===== src/pal_pkg.sv =====
// shared types and constants for the positional array list
// no dependencies
package pal_pkg;

  localparam int CAPACITY_DEF = 256;
  localparam int POS_W        = 9;
  localparam int VAL_W        = 32;
  localparam int OUT_CNT_W    = 9;

  typedef enum logic [1:0] {
    OP_INSERT = 2'd0,
    OP_REMOVE = 2'd1,
    OP_SEARCH = 2'd2,
    OP_CLEAR  = 2'd3
  } op_t;

  typedef enum logic [1:0] {
    ST_OK      = 2'd0,
    ST_BAD_POS = 2'd1,
    ST_EMPTY   = 2'd2,
    ST_FULL    = 2'd3
  } status_t;

  // what every cell does in a cycle
  typedef enum logic [1:0] {
    CM_HOLD   = 2'd0,
    CM_INSERT = 2'd1,
    CM_REMOVE = 2'd2,
    CM_ROTATE = 2'd3
  } cell_mode_t;

  typedef struct packed {
    cell_mode_t             mode;
    logic [POS_W-1:0]       pos;
    logic [VAL_W-1:0]       value;
  } cell_ctrl_t;

endpackage


===== src/pal_cell.sv =====
// one storage cell of the list chain: holds one entry, takes from its neighbors
// depends on pal_pkg
module pal_cell
  import pal_pkg::*;
#(
  parameter int IDX      = 0,
  parameter int CAPACITY = CAPACITY_DEF
) (
  input  logic             clk,
  input  cell_ctrl_t       ctrl,
  input  logic [VAL_W-1:0] left_i,
  input  logic [VAL_W-1:0] right_i,
  output logic [VAL_W-1:0] data_o
);

  localparam int IW = $clog2(CAPACITY);
  localparam int PW = (IW > POS_W) ? IW : POS_W;
  localparam logic [PW-1:0] IdxW = PW'(IDX);

  logic [VAL_W-1:0] data_r;
  logic [VAL_W-1:0] data_nxt;
  logic [PW-1:0]    pos_w;

  assign pos_w = PW'(ctrl.pos);

  always_comb begin
    data_nxt = data_r;
    case (ctrl.mode)
      CM_INSERT: begin
        if (IdxW == pos_w) begin
          data_nxt = ctrl.value;
        end else if (IdxW > pos_w) begin
          data_nxt = left_i;
        end
      end
      CM_REMOVE: begin
        if (IdxW >= pos_w) begin
          data_nxt = right_i;
        end
      end
      CM_ROTATE: data_nxt = right_i;
      default:   data_nxt = data_r;
    endcase
  end

  always_ff @(posedge clk) begin
    data_r <= data_nxt;
  end

  assign data_o = data_r;

endmodule


===== config.mk =====
export PLATFORM = sky130hd
export DESIGN_NAME = pal_cell
export DESIGN_NICKNAME = d
export VERILOG_FILES = /design/src/pal_pkg.sv /design/src/pal_cell.sv
export SDC_FILE = /design/constraint.sdc
export NUM_CORES = 1
export LEC_CHECK = 0
export BUFFER_PORTS_ARGS = -buffer_cell sky130_fd_sc_hd__clkbuf_2
export CAP_MARGIN = 20
export CORE_MARGIN = 2
export CORE_UTILIZATION = 38
export CTS_CLUSTER_DIAMETER = 30
export DETAILED_ROUTE_END_ITERATION = 12
export HOLD_SLACK_MARGIN = 0.12
export PLACE_DENSITY = 0.83
export SLEW_MARGIN = 20
export SYNTH_ARGS = -nofsm -noshare
export SYNTH_HDL_FRONTEND = slang
export SYNTH_SLANG_ARGS = --single-unit

===== constraint.sdc =====
create_clock -name clk -period 2.6 [get_ports clk]
set_input_delay 0.52 -clock clk [delete_from_list [all_inputs] [get_ports clk]]
set_output_delay 0.52 -clock clk [all_outputs]
set_load 0.02 [all_outputs]

==> impl_metrics.yaml, run 1 <==
worst_hold_path:
  hold_path_end: "data_o[6]"
  holdPathStages: 3
  hp-class: "input port to flip-flop"
  hold_start: "right_i[6]"
timing:
  fin_ws_ns: 0.708
  setup_violations: 0
  worst_pin_slew_ns: 0.582
  rsz0062_at_grt: "false"
  fin_hold_ws_ns: 0.584
  max_freq_mhz: 529
  slew_headroom: 0.611
  fin_crit_sh: 0.728
  hold_violations: 0
  setup_tns_ns: 0
  period_needed_ns: 1.89
  final-max-slew-violation-count: 0
synthesis:
  synth_compound_area_frac: 0.284
  ys_types: 19
  synth-seq-cells: 32
  ys_warn_count: 0
  synthAdderAreaFrac: 0.00474
  synthXorXnorAreaFrac: 0
  synth_area_per_cell_um2: 10.8
  synth_ff_type: "edfxtp_1"
  synth-edff-count: 32
  synth_nets: 304
  ys_seq_area_frac: 0.455
  ys_top_cells_by_count: "nor2_1 (33), a31oi_1 (32), edfxtp_1 (32), nand4_1 (32), o31ai_2 (29)"
  postSynthCellCount: 196
  yosys.area.top_type_share: 0.455
  yosysMostFrequentCell: "nor2_1"
  syn-cell-area_um2: 2110
  synthArstFlopShare: 0
  synth.area.mux_share: 0
  yosysTopAreaCell: "edfxtp_1"
  synth-simple-area-share: 0.175
  synth_top_family_by_area: "compound AO/OA/AOI/OAI gates"
  synth_area_leaders: "edfxtp_1 (45%), o31ai_2 (17%), a31oi_1 (9.5%)"
detailed_routing:
  routed_wl_um: 6670
  avgRoutedWirePerCell_um: 16.8
  num_vias: 2233
  route.detailed.drc: 0
  drt_iter0_markers: 153
  first_pass_iters: 4
  ant_nets: 0
  via_per_inst: 5.64
clock_network:
  cts_buffers: 5
  clk_pin_slew_worst_paths_ns: 0.07
  cts_sinks: 32
  cts_max_level: 2
  ctsResizeCount: 0
  tritoncts: "done"
  hold_buffers: 0
  clockBufferDepth: 2
  cts_setup_buffers: 0
  clockRootBuffer: "clkbuf_8"
cells_and_area:
  postLayoutCoreUtil: 0.536
  drive_gt1_frac: 0.593
  design_area_um2: 2920
  diodes: 0
  area_growth_syn_to_layout_pct: 38.1
  final_nets: 431
  largest_reg_flops: 32
  nFillCells: 485
power_and_ir_drop:
  switching_power_mw: 0.377
  power_leakage_nw: 1.18
  p_int_mw: 0.926
  power_density_nw_per_um2: 447
  power_frac_seq: 0.482
  p_sw_frac: 0.289
  power_frac_comb: 0.247
  power_frac_clock: 0.271
  peakVddDrop_uv: 250
global_route:
  grt_use_total: 0.211
  grt_start_max_net_pins: 65
  grt_pass1_wl_um: 10400
  grt_pass1_vias: 2187
  antenna_found_initial: 0
  overflow: 0
flow_run:
  maxCapViolations: 0
worst_setup_path:
  cp_max_fo: 32
  required_ns: 2.57
  cp-end-kind: "flip-flop"
  start_kind: "input port"
  crit_type: "input port to flip-flop"
  arrival_ns: 1.87
die:
  die_area_um2: 6170
  coreArea_um2: 5440
  placementRows: 27
  initial_core_util: 0.388
  ioPinCount: 140
  die_w_um: 78.6
  dieHeight_um: 78.6
place:
  gp_congestion: 0.899
  dpl_worst_slack_ns: 0.398
  hpwl_um: 4830
  placed_area_um2: 2830
  portBuffers: 139
outcome:
  status: "finished clean"
## power groups by stage
stage	Combinational, mW	Clock [mW]	Sequential, mW
global placement	0.315	0	0.639
finish	0.322	0.354	0.628
detailed placement	0.321	0	0.640
floorplan	0.122	0	0.685
global route	0.347	0.390	0.630
CTS	0.322	0.367	0.628
## cell families (layout without fill, tap and decap cells)
logic type,Yosys count,after routing
AO/OA/AOI/OAI,64,64
AND/OR/NAND/NOR,71,71
adder cells (fa/ha/maj),1,1
flip-flops,32,32
buffers and inverters,28,156
## per-layer routing
layer  vias to the layer above  share of wire  track usage
li1                       1048              -            -
met1                      1038           0.41        0.274
met2                       129           0.51        0.352
met3                        18          0.063       0.0276
met4                         0          0.025       0.0877
met5                         -              0            0
## stage by stage
| stage | power [mW] | instances |
|---|---|---|
| after floorplan | 0.808 | 196 |
| after global placement | 0.954 | 388 |
| after detailed placement | 0.960 | 388 |
| after CTS | 1.32 | 396 |
| after global routing | 1.37 | 396 |
| final | 1.30 | 396 |
## how the worst max path moves through the flow
stage,startpoint,endpoint,slack (ns),cells after the start
2_1_floorplan,ctrl[35],data_o[0],0.26,4
6_report,ctrl[35],data_o[4],0.71,5
5_1_grt,ctrl[35],data_o[31],0.62,5
4_1_cts,ctrl[35],data_o[0],0.70,5
3_3_place_gp,ctrl[35],data_o[20],0.46,5
3_5_place_dp,ctrl[35],data_o[13],0.40,5
## final cells by class
class	count	area, µm²	area share
clock buffer	5	68.8	0.0236
tap	72	90.1	0.0309
multi-input combinational	136	998	0.342
clock inverter	3	13.8	0.00472
sequential	32	961	0.329
timing repair buffer	147	781	0.268
inverter	1	3.75	0.00129
## critical path, cell delays in order
cell and delay (ns):
clkbuf_2 0.11, or4_4 0.53, nor3_1 0.22, maj3_2 0.27
buf_12 0.20
## cell usage in the layout, fill, tap and decap left out, drive strengths merged
| cell | Yosys | routed |
|---|---|---|
| or2 | 1 | 1 |
| nor2 | 33 | 33 |
| or3 | 1 | 1 |
| edfxtp | 32 | 32 |
| or4 | 1 | 1 |
| nor3 | 2 | 2 |
| buf | 10 | 8 |
| clkbuf | 17 | 144 |
| nor4 | 1 | 1 |
| maj3 | 1 | 1 |
| inv | 1 | 1 |
| o31ai | 32 | 32 |
| clkinv | 0 | 3 |
| nand4 | 32 | 32 |
| a31oi | 32 | 32 |
Note: power is estimated with default switching activity, not from simulation.
==> inputs of run 2 (changes only) <==
--- a/config.mk
+++ b/config.mk
@@ -8,7 +8,7 @@
 export BUFFER_PORTS_ARGS = -buffer_cell sky130_fd_sc_hd__clkbuf_2
 export CAP_MARGIN = 20
 export CORE_MARGIN = 2
-export CORE_UTILIZATION = 38
+export CORE_UTILIZATION = 40
 export CTS_CLUSTER_DIAMETER = 30
 export DETAILED_ROUTE_END_ITERATION = 12
 export HOLD_SLACK_MARGIN = 0.12
==> constraint.sdc (replaced) <==
create_clock -name clk -period 1.86 [get_ports clk]
set_input_delay 0.372 -clock clk [delete_from_list [all_inputs] [get_ports clk]]
set_output_delay 0.372 -clock clk [all_outputs]
set_load 0.02 [all_outputs]
==> impl_metrics.yaml, run 2 (synthesis gave the netlist of run 1 again) <==
detailed_routing:
  ant_nets: 0
  num_vias: 2286
  routed_wl_um: 6390
  drt_iter0_markers: 175
  first_pass_iters: 5
  route.detailed.drc: 0
  avgRoutedWirePerCell_um: 15.8
  via_per_inst: 5.67
power_and_ir_drop:
  peakVddDrop_uv: 288
  p_sw_frac: 0.285
  power_density_nw_per_um2: 606
  p_int_mw: 1.31
  switching_power_mw: 0.523
  power.total_mw: 1.84
  power_frac_comb: 0.257
  power_frac_clock: 0.266
  power_leakage_nw: 1.24
  power_frac_seq: 0.477
timing:
  final-max-slew-violation-count: 0
  hold_violations: 0
  rsz0062_at_grt: "false"
  worst_pin_slew_ns: 0.358
  slew_headroom: 0.762
  max_freq_mhz: 626
  period_needed_ns: 1.60
  fin_crit_sh: 0.859
  setup_violations: 0
worst_setup_path:
  arrival_ns: 1.61
  cp_max_fo: 20
  cp-end-kind: "flip-flop"
  slowest_stage: "or4_4"
  required_ns: 1.87
  crit_type: "input port to flip-flop"
  start_kind: "input port"
  max_stage_delay_ns: 0.59
  worstPathCellList: "clkbuf_2 > or4_4 > buf_12 > o31ai_2 > a31oi_1"
global_route:
  antenna_found_initial: 0
  grt_start_max_net_pins: 65
  grt_pass1_vias: 2082
  grt_pass1_wl_um: 9940
  grt_use_total: 0.210
  overflow: 0
cells_and_area:
  final_common_cell: "clkbuf_2"
  area_growth_syn_to_layout_pct: 43.4
  nFillCells: 446
  largest_reg_flops: 32
  drive_gt1_frac: 0.607
  diodes: 0
  final_nets: 441
  final_cell_mix: "clkbuf_2 (139), nand4_1 (32), nor2_1 (32), a31oi_1 (32), edfxtp_1 (32)"
  design_area_um2: 3030
die:
  dieHeight_um: 76.7
  die_w_um: 76.7
  initial_core_util: 0.414
  placementRows: 26
  ioPinCount: 140
  coreArea_um2: 5110
  die_area_um2: 5880
place:
  portBuffers: 139
  placed_area_um2: 2950
  gp_congestion: 0.942
  hpwl_um: 4810
outcome:
  status: "finished clean"
worst_hold_path:
  hp-class: "input port to flip-flop"
clock_network:
  cts_buffers: 5
  clockBufferDepth: 2
  cts_setup_buffers: 0
  clockRootBuffer: "clkbuf_8"
  tritoncts: "done"
  hold_buffers: 0
  ctsResizeCount: 0
  cts_sinks: 32
  clk_pin_slew_worst_paths_ns: 0.06
  cts_max_level: 2
flow_run:
  maxCapViolations: 0
## run 2: final timing paths
kind / depth (start not counted) / start / to
setup / recovery: 5 / ctrl[35] / data_o[15]
hold / removal: 3 / right_i[27] / data_o[27]
## run 2: cell type report
type                            count  area (µm²)  area share
Multi-Input combinational cell    136        1010       0.332
Sequential cell                    32         961       0.317
Timing Repair Buffer              157         893       0.295
Tap cell                           70        87.6      0.0289
Clock buffer                        6        72.6      0.0240
Clock inverter                      1        5.00     0.00165
Inverter                            1        3.75     0.00124
## run 2: stage by stage
stage                     setup WS [ns]  hold slack [ns]  setup TNS [ns]  std cells   util
after detailed placement        -0.0364            0.718          -0.876        396  0.578
final                             0.262            0.435               0        403  0.593
after global routing              0.230            0.446               0        403  0.593
after global placement         -0.00708            0.716          -0.159        396  0.578
after CTS                         0.262            0.429               0        403  0.593
after floorplan                 -0.0351            0.621           -1.12        196      -
## run 2: metal layers
metal  global-route usage  vias up  wire (µm)
li1                     -     1067          -
met1                0.266     1052       2510
met2                0.346      147       3220
met3               0.0365       20        484
met4                0.100        0        165
met5                    0        -          0
## run 2: critical path, delay by kind of cell
| family | cells | cell delay (ns) |
|---|---|---|
| AO/OA/AOI/OAI | 2 | 0.36 |
| AND/OR/NAND/NOR | 1 | 0.59 |
| buffers and inverters | 2 | 0.28 |
## run 2: power by group through the flow
stage,sequential (mW),clock (mW),combinational (mW)
after global routing,0.880,0.522,0.505
after floorplan,0.958,0,0.172
after CTS,0.876,0.501,0.471
after global placement,0.890,0,0.462
after detailed placement,0.891,0,0.470
final,0.875,0.489,0.473
